--- src/sv/fica_pkg.sv ---
// Shared types and constants for the free inode cache allocator.
// Used by the controller, the datapath, the top level and the checker.
package fica_pkg;

  localparam int unsigned NUM_W      = 9;
  localparam int unsigned ROOT_INDEX = 1;

  localparam logic OP_ALLOC = 1'b0;
  localparam logic OP_FREE  = 1'b1;

  typedef enum logic [2:0] {
    ST_CLEAR,
    ST_IDLE,
    ST_FILL,
    ST_LOAD,
    ST_POP,
    ST_REFILL
  } state_t;

  typedef struct packed {
    logic clr_step;
    logic scan_init;
    logic scan_step;
    logic pop;
    logic free_op;
    logic emit_fail;
  } cmd_t;

  typedef struct packed {
    logic clear_done;
    logic count_zero;
    logic count_one;
    logic scan_done;
    logic fill_empty;
  } status_t;

endpackage

--- src/sv/fica_ram.sv ---
// Generic simple dual-port RAM: one write port, one read port, registered read.
// No dependencies.
module fica_ram #(
  parameter int unsigned WIDTH = 8,
  parameter int unsigned DEPTH = 16
) (
  input  logic                                    clk,
  input  logic                                    we,
  input  logic [((DEPTH > 1) ? $clog2(DEPTH) : 1)-1:0] waddr,
  input  logic [WIDTH-1:0]                        wdata,
  input  logic [((DEPTH > 1) ? $clog2(DEPTH) : 1)-1:0] raddr,
  output logic [WIDTH-1:0]                        rdata
);

  logic [WIDTH-1:0] mem_r [DEPTH];
  logic [WIDTH-1:0] rdata_r;

  always_ff @(posedge clk) begin
    if (we) begin
      mem_r[waddr] <= wdata;
    end
    rdata_r <= mem_r[raddr];
  end

  assign rdata = rdata_r;

endmodule

--- src/sv/fica_ctrl.sv ---
// Controller state machine for the free inode cache allocator.
// Depends on fica_pkg; drives commands into fica_dp and reads its status.
module fica_ctrl (
  input  logic              clk,
  input  logic              rst_n,
  input  logic              start,
  input  logic              in_op,
  input  fica_pkg::status_t status,
  output fica_pkg::cmd_t    cmd,
  output logic              busy
);
  import fica_pkg::*;

  state_t state_r;
  state_t state_nxt;

  always_ff @(posedge clk) begin
    if (!rst_n) begin
      state_r <= ST_CLEAR;
    end else begin
      state_r <= state_nxt;
    end
  end

  always_comb begin
    state_nxt = state_r;
    case (state_r)
      ST_CLEAR: begin
        if (status.clear_done) begin
          state_nxt = ST_IDLE;
        end
      end
      ST_IDLE: begin
        if (start && in_op == OP_ALLOC) begin
          state_nxt = status.count_zero ? ST_FILL : ST_POP;
        end
      end
      ST_FILL: begin
        if (status.scan_done) begin
          state_nxt = status.fill_empty ? ST_IDLE : ST_LOAD;
        end
      end
      ST_LOAD: state_nxt = ST_POP;
      ST_POP: state_nxt = status.count_one ? ST_REFILL : ST_IDLE;
      ST_REFILL: begin
        if (status.scan_done) begin
          state_nxt = ST_IDLE;
        end
      end
      default: state_nxt = ST_CLEAR;
    endcase
  end

  always_comb begin
    cmd  = '0;
    busy = 1'b1;
    case (state_r)
      ST_CLEAR: cmd.clr_step = 1'b1;
      ST_IDLE: begin
        busy = 1'b0;
        if (start) begin
          cmd.free_op   = (in_op == OP_FREE);
          cmd.scan_init = (in_op == OP_ALLOC) && status.count_zero;
        end
      end
      ST_FILL: begin
        cmd.scan_step = 1'b1;
        cmd.emit_fail = status.scan_done && status.fill_empty;
      end
      ST_LOAD: cmd = '0;
      ST_POP: begin
        cmd.pop       = 1'b1;
        cmd.scan_init = status.count_one;
      end
      ST_REFILL: cmd.scan_step = 1'b1;
      default: cmd = '0;
    endcase
  end

endmodule

--- src/sv/fica_dp.sv ---
// Datapath for the free inode cache allocator: bitmap RAM, free-number stack,
// refill scan and result registers. Depends on fica_pkg and fica_ram.
module fica_dp #(
  parameter int unsigned NUM_INODES  = 512,
  parameter int unsigned STACK_DEPTH = 100
) (
  input  logic                         clk,
  input  logic                         rst_n,
  input  fica_pkg::cmd_t               cmd,
  output fica_pkg::status_t            status,
  input  logic [fica_pkg::NUM_W-1:0]   in_inode_number,
  output logic                         out_valid,
  output logic [fica_pkg::NUM_W-1:0]   out_granted_number,
  output logic                         out_ok
);
  import fica_pkg::*;

  localparam int unsigned AW  = $clog2(NUM_INODES);
  localparam int unsigned SAW = (STACK_DEPTH > 1) ? $clog2(STACK_DEPTH) : 1;
  localparam int unsigned CW  = $clog2(STACK_DEPTH + 1);

  logic [CW-1:0]    count_r, count_nxt;
  logic [AW:0]      scan_addr_r, scan_addr_nxt;
  logic             pend_r, pend_nxt;
  logic [AW-1:0]    chk_addr_r, chk_addr_nxt;
  logic [AW-1:0]    clr_addr_r, clr_addr_nxt;
  logic             out_valid_r, out_valid_nxt;
  logic [NUM_W-1:0] out_num_r, out_num_nxt;
  logic             out_ok_r, out_ok_nxt;

  logic             bm_we, bm_wdata, bm_rdata;
  logic [AW-1:0]    bm_waddr;
  logic             st_we;
  logic [SAW-1:0]   st_waddr, st_raddr;
  logic [AW-1:0]    st_wdata, st_rdata;

  logic             in_range, push, scan_issue, free_push;
  logic [AW-1:0]    num_w;
  logic [CW-1:0]    cnt_after;

  assign in_range   = 32'(in_inode_number) < NUM_INODES;
  assign num_w      = AW'(in_inode_number);
  assign push       = pend_r & ~bm_rdata;
  assign cnt_after  = count_r + CW'(push);
  assign scan_issue = (32'(scan_addr_r) < NUM_INODES) && (32'(cnt_after) < STACK_DEPTH);
  assign free_push  = cmd.free_op && in_range && (32'(count_r) < STACK_DEPTH);

  assign status.clear_done = (clr_addr_r == AW'(NUM_INODES - 1));
  assign status.count_zero = (count_r == '0);
  assign status.count_one  = (count_r == CW'(1));
  assign status.scan_done  = ~scan_issue;
  assign status.fill_empty = (cnt_after == '0);

  always_comb begin
    bm_we    = cmd.clr_step || cmd.pop || (cmd.free_op && in_range);
    bm_wdata = cmd.pop;
    if (cmd.clr_step) begin
      bm_waddr = clr_addr_r;
    end else if (cmd.pop) begin
      bm_waddr = st_rdata;
    end else begin
      bm_waddr = num_w;
    end
  end

  always_comb begin
    st_we    = (cmd.scan_step && push) || free_push;
    st_waddr = SAW'(count_r);
    st_wdata = cmd.scan_step ? chk_addr_r : num_w;
    st_raddr = SAW'(count_r - CW'(1));
  end

  fica_ram #(.WIDTH(1), .DEPTH(NUM_INODES)) u_bitmap (
    .clk   (clk),
    .we    (bm_we),
    .waddr (bm_waddr),
    .wdata (bm_wdata),
    .raddr (scan_addr_r[AW-1:0]),
    .rdata (bm_rdata)
  );

  fica_ram #(.WIDTH(AW), .DEPTH(STACK_DEPTH)) u_stack (
    .clk   (clk),
    .we    (st_we),
    .waddr (st_waddr),
    .wdata (st_wdata),
    .raddr (st_raddr),
    .rdata (st_rdata)
  );

  always_comb begin
    count_nxt     = count_r;
    scan_addr_nxt = scan_addr_r;
    pend_nxt      = pend_r;
    chk_addr_nxt  = chk_addr_r;
    clr_addr_nxt  = clr_addr_r;
    out_valid_nxt = cmd.free_op || cmd.pop || cmd.emit_fail;
    out_num_nxt   = out_num_r;
    out_ok_nxt    = out_ok_r;

    if (cmd.clr_step) begin
      clr_addr_nxt = clr_addr_r + AW'(1);
    end
    if (cmd.scan_step) begin
      count_nxt    = cnt_after;
      pend_nxt     = scan_issue;
      chk_addr_nxt = scan_addr_r[AW-1:0];
      if (scan_issue) begin
        scan_addr_nxt = scan_addr_r + (AW+1)'(1);
      end
    end
    if (cmd.scan_init) begin
      scan_addr_nxt = (AW+1)'(ROOT_INDEX + 1);
      pend_nxt      = 1'b0;
    end
    if (cmd.pop) begin
      count_nxt   = count_r - CW'(1);
      out_num_nxt = NUM_W'(st_rdata);
      out_ok_nxt  = 1'b1;
    end
    if (cmd.free_op) begin
      if (free_push) begin
        count_nxt = count_r + CW'(1);
      end
      out_num_nxt = in_inode_number;
      out_ok_nxt  = in_range;
    end
    if (cmd.emit_fail) begin
      out_num_nxt = '0;
      out_ok_nxt  = 1'b0;
    end
  end

  always_ff @(posedge clk) begin
    if (!rst_n) begin
      count_r     <= '0;
      scan_addr_r <= '0;
      pend_r      <= 1'b0;
      clr_addr_r  <= '0;
      out_valid_r <= 1'b0;
    end else begin
      count_r     <= count_nxt;
      scan_addr_r <= scan_addr_nxt;
      pend_r      <= pend_nxt;
      clr_addr_r  <= clr_addr_nxt;
      out_valid_r <= out_valid_nxt;
    end
  end

  always_ff @(posedge clk) begin
    chk_addr_r <= chk_addr_nxt;
    out_num_r  <= out_num_nxt;
    out_ok_r   <= out_ok_nxt;
  end

  assign out_valid          = out_valid_r;
  assign out_granted_number = out_num_r;
  assign out_ok             = out_ok_r;

endmodule

--- src/sv/free_inode_cache_allocator.sv ---
// Free inode cache allocator: hands out and takes back inode numbers, after
// a start/busy command. Each result comes back as a single-cycle out_valid
// strobe that the receiver must take; it cannot stall the block.
// After reset, busy stays high while the allocated bitmap is cleared one
// entry per cycle. A free leaves busy low and its result follows in the next
// cycle. An allocate with numbers cached passes through the POP state and its
// result is registered from there. An allocate that finds the cache empty
// first runs the refill scan, one bitmap RAM read per cycle, until STACK_DEPTH
// free numbers are found or the last inode is passed, then goes through LOAD
// and POP (when nothing is free the allocate fails instead). Popping the
// last cached number starts the same scan after the result, holding busy for it.
// Depends on fica_pkg, fica_ctrl, fica_dp and fica_ram.
module free_inode_cache_allocator #(
  parameter int unsigned NUM_INODES  = 512,
  parameter int unsigned STACK_DEPTH = 100
) (
  input  logic                       clk,
  input  logic                       rst_n,
  input  logic                       start,
  output logic                       busy,
  input  logic                       in_op,
  input  logic [fica_pkg::NUM_W-1:0] in_inode_number,
  output logic                       out_valid,
  output logic [fica_pkg::NUM_W-1:0] out_granted_number,
  output logic                       out_ok
);
  import fica_pkg::*;

  cmd_t    cmd;
  status_t status;

  fica_ctrl u_ctrl (
    .clk    (clk),
    .rst_n  (rst_n),
    .start  (start),
    .in_op  (in_op),
    .status (status),
    .cmd    (cmd),
    .busy   (busy)
  );

  fica_dp #(
    .NUM_INODES  (NUM_INODES),
    .STACK_DEPTH (STACK_DEPTH)
  ) u_dp (
    .clk                (clk),
    .rst_n              (rst_n),
    .cmd                (cmd),
    .status             (status),
    .in_inode_number    (in_inode_number),
    .out_valid          (out_valid),
    .out_granted_number (out_granted_number),
    .out_ok             (out_ok)
  );

endmodule

--- config.mk ---
export PLATFORM = sky130hd
export DESIGN_NAME = free_inode_cache_allocator
export DESIGN_NICKNAME = d
export VERILOG_FILES = /design/src/sv/fica_pkg.sv /design/src/sv/fica_ram.sv /design/src/sv/fica_ctrl.sv /design/src/sv/fica_dp.sv /design/src/sv/free_inode_cache_allocator.sv
export SDC_FILE = /design/constraint.sdc
export NUM_CORES = 2
export LEC_CHECK = 0
export BUFFER_PORTS_ARGS = -buffer_cell sky130_fd_sc_hd__buf_2
export CAP_MARGIN = 20
export CORE_UTILIZATION = 54
export CTS_CLUSTER_SIZE = 24
export DETAILED_ROUTE_END_ITERATION = 8
export GPL_TIMING_DRIVEN = 0
export PLACE_DENSITY_LB_ADDON = 0.08
export SETUP_SLACK_MARGIN = 0.1
export SYNTH_ARGS = -nofsm -noshare
export SYNTH_HDL_FRONTEND = slang
export SYNTH_SLANG_ARGS = --single-unit
export TNS_END_PERCENT = 100
--- constraint.sdc ---
create_clock -name clk -period 34.3 [get_ports clk]
set_input_delay 8.575 -clock clk [delete_from_list [all_inputs] [get_ports clk]]
set_output_delay 8.575 -clock clk [all_outputs]
set_load 0.01 [all_outputs]
==> impl_metrics.json <==
{
  "worst-r2r-cell-count": 16,
  "portBuffers": 24,
  "clk_pin_slew_ns": 0.06,
  "antenna_found_initial": 6,
  "setup.worst_path.start": "in_op",
  "die_w_um": 335,
  "htree_num_levels": 4,
  "synth.distinct_cells": 61,
  "drt_iter0_markers": 3761,
  "path_max_fanout": 10,
  "synth_edf_count": 1421,
  "cts-root-buf": "clkbuf_16",
  "setup_tns_ns": 0,
  "seq_area_frac_synth_pct": 73.0,
  "globalRoute.totalOverflow": 0,
  "setup_viol": 0,
  "worstReg2RegStart": "u_dp.count_r[0]$_SDFF_PN0_",
  "gp_congestion": 0.970,
  "regToRegSetupSlack_ns": 28.08,
  "endpoint_kind": "register",
  "clk-insertion-delay-late_ns": 0.77,
  "holdPathStages": 0,
  "routed_wl_um": 157000,
  "arrival_ns": 11.59,
  "synth_top_area_share_pct": 71.3,
  "hold_violations": 0,
  "crit_path_start_kind": "primary input",
  "core_um2": 109000,
  "synth_top_area_cell": "edfxtp_1",
  "drt_pass1_iterations": 7,
  "critPathCapture": "u_dp.u_stack.mem_r[50][3]$_DFFE_PP_",
  "seq_power_share_pct": 51.9,
  "synth_flop_cell": "edfxtp_1",
  "maxCapViolCount": 0,
  "cts_buffer_depth": 3,
  "grt_usage_pct": 28.4,
  "r2r-end": "u_dp.u_stack.rdata[4]$_DFF_P_",
  "swShare_pct": 22.3,
  "syn_area_um2": 59800,
  "ys_top_cells_by_area": "edfxtp_1 71%, mux4_2 15%, nor2_1 4.3%",
  "relSlewSlack_pct": 20.5,
  "max_clock_freq_mhz": 89.1,
  "post-cts-setup-buffers": 0,
  "layout.nets": 3556,
  "numCtsBuffers": 152,
  "status": "finished, final reports clean",
  "postCtsHoldBufs": 0,
  "pwr-share-clk_pct": 41.1,
  "p_switching_mw": 0.851,
  "cts_resized": 0,
  "synthCells": 3327,
  "num_rows": 121,
  "grt_max_degree": 117,
  "min_period_ns": 11.22,
  "yosysWarningCount": 0,
  "p_int_mw": 2.97,
  "p_leak_nw": 20.7,
  "crit_type": "primary input to register",
  "clock-sinks": 1472,
  "rsz0062_at_grt": "false",
  "tritoncts": "yes",
  "final_layout_size_suffix_gt1_share_pct": 20.7,
  "clock_skew_ns": 0.0270,
  "worstPathRequired_ns": 34.67,
  "syn_to_final_growth_pct": 12.2,
  "die_area_um2": 112000,
  "grt_pass1_wl_um": 225000,
  "num_io_pins": 25,
  "tightest_slew_ns": 1.19,
  "maxSlewViolCount": 0,
  "p_per_area_nw_per_um2": 56.9,
  "via_per_inst": 6.32,
  "hold_path.class": "register to register",
  "total_power_mw": 3.82,
  "vdd_ir_drop_max_uv": 41.8,
  "vias": 32431,
  "first_global_vias": 32800,
  "async_flop_share_pct": 0,
  "syn_area_per_cell_um2": 18.0,
  "initial_core_util_pct": 54.7,
  "combPwrFrac_pct": 6.9,
  "postRouteAntennaNets": 0,
  "die_h_um": 335,
  "detail_route.wl_per_cell_um": 30.5,
  "syn_nets": 3349,
  "ys_ff_latch": 1472,
  "fin_crit_sh_pct": 32.7,
  "dp_hpwl_um": 105000,
  "drc": 0
}
metrics by stage:
step	setup WS [ns]	hold slack, ns	cells	util (%)	cell area [um2]
5_1_grt	23.03	0.448	5131	61.4	67100
4_1_cts	23.14	0.422	5127	61.4	67100
2_1_floorplan	23.20	0.403	3327	-	59800
3_5_place_dp	22.33	0.427	4853	57.1	62400
6_report	23.08	0.424	5131	61.4	67100
3_3_place_gp	18.15	0.420	4827	56.5	61800
cell usage after synthesis, drive strengths merged, types with 3 or more instances:
cell,n
edfxtp,1421
nor2,687
mux4,411
nand2,161
clkbuf,133
buf,89
dfxtp,51
mux2i,48
o21ai,36
nand3,29
a21oi,27
a22oi,22
nor2b,16
nor3,16
nand4,14
xor2,14
a211oi,13
a31oi,11
a311oi,10
inv,10
and2,9
ha,9
xnor2,9
a21o,8
and3,8
nand2b,8
a221oi,6
mux2,6
or3,4
a2111oi,3
a211o,3
a22o,3
nor4b,3
cells in the final DEF (no fill, tap or decap), types with 9 or more instances in the layout:
master	n
a211oi_1	13
a21oi_1	27
a22oi_1	22
a311oi_1	9
a31oi_1	11
and2_1	9
buf_1	24
buf_16	11
buf_2	64
buf_4	24
clkbuf_1	170
clkbuf_16	156
clkinv_1	34
clkinv_2	23
dfxtp_1	51
edfxtp_1	1421
ha_1	9
inv_1	9
mux2i_1	48
mux4_2	408
nand2_1	152
nand2_4	9
nand3_1	29
nand4_1	14
nor2_1	685
nor2b_1	16
nor3_1	16
o21ai_0	27
o21ai_1	9
xnor2_1	9
xor2_1	13
per-layer routing:
| layer | share of wire (%) | track usage (%) |
|---|---|---|
| met1 | 37 | 36.4 |
| met2 | 50 | 47.5 |
| met3 | 8.3 | 5.85 |
| met4 | 4.4 | 11.9 |
| met5 | 0.036 | 0 |
how the worst min path moves through the flow:
stage / startpoint / to / slack (ns)
floorplan: u_dp.scan_addr_r[2]$_SDFFE_PP0P_ / u_dp.chk_addr_r[2]$_DFFE_PN_ / 0.40
global placement: u_dp.scan_addr_r[2]$_SDFFE_PP0P_ / u_dp.chk_addr_r[2]$_DFFE_PN_ / 0.42
detailed placement: u_dp.scan_addr_r[7]$_SDFFE_PP0P_ / u_dp.chk_addr_r[7]$_DFFE_PN_ / 0.43
CTS: u_dp.scan_addr_r[2]$_SDFFE_PP0P_ / u_dp.chk_addr_r[2]$_DFFE_PN_ / 0.42
global route: u_dp.scan_addr_r[2]$_SDFFE_PP0P_ / u_dp.chk_addr_r[2]$_DFFE_PN_ / 0.45
finish: u_dp.scan_addr_r[2]$_SDFFE_PP0P_ / u_dp.chk_addr_r[2]$_DFFE_PN_ / 0.42
critical path, stage by stage:
cell and delay (ns):
buf_2 0.10, nand3_1 0.32, nor2_1 0.36, a21o_1 0.22
and2_1 0.22, nand2_1 0.28, clkbuf_1 0.59, nor2_1 0.91
cell type report:
| type | instances | area, um2 |
|---|---|---|
| Inverter | 12 | 45.0 |
| Clock inverter | 79 | 631 |
| Antenna cell | 1 | 2.50 |
| Clock buffer | 195 | 4060 |
| Fill cell | 7997 | 42200 |
| Multi-Input combinational cell | 1621 | 15200 |
| Sequential cell | 1472 | 43700 |
| Tap cell | 1476 | 1850 |
| Timing Repair Buffer | 53 | 671 |
| Buffer | 222 | 992 |
power groups by stage:
stage / combinational (mW) / sequential (mW) / clock [mW]
global placement: 0.255 / 2.02 / 0
floorplan: 0.148 / 2.02 / 0
finish: 0.265 / 1.98 / 1.57
detailed placement: 0.264 / 2.02 / 0
CTS: 0.265 / 1.98 / 1.59
global route: 0.274 / 1.98 / 1.66
state kept, by name, summed over array words and instances (netlist names):
register                 cells
u_dp.out_granted_number      9
u_dp.out_valid               1
u_dp.count_r                 7
u_dp.clr_addr_r              9
u_dp.chk_addr_r              9
u_dp.out_ok                  1
u_dp.u_bitmap.mem_r        512
u_dp.u_stack.rdata           9
u_dp.u_stack.mem_r         900
u_dp.u_bitmap.rdata          1
u_dp.pend_r                  1
u_ctrl.state_r               3
u_dp.scan_addr_r            10
cell families (layout without fill, tap and decap cells):
group | count (synthesis) | after routing | share of synthesized area [%]
buffers and inverters | 234 | 561 | 1.73
other | 0 | 1 | 0
AO/OA/AOI/OAI | 159 | 159 | 1.82
flip-flops | 1472 | 1472 | 73.0
multiplexers | 465 | 465 | 16.4
adder cells (fa/ha/maj) | 9 | 9 | 0.188
AND/OR/NAND/NOR | 965 | 965 | 6.50
XOR/XNOR | 23 | 23 | 0.349
Note: power is estimated with default switching activity, not from simulation.
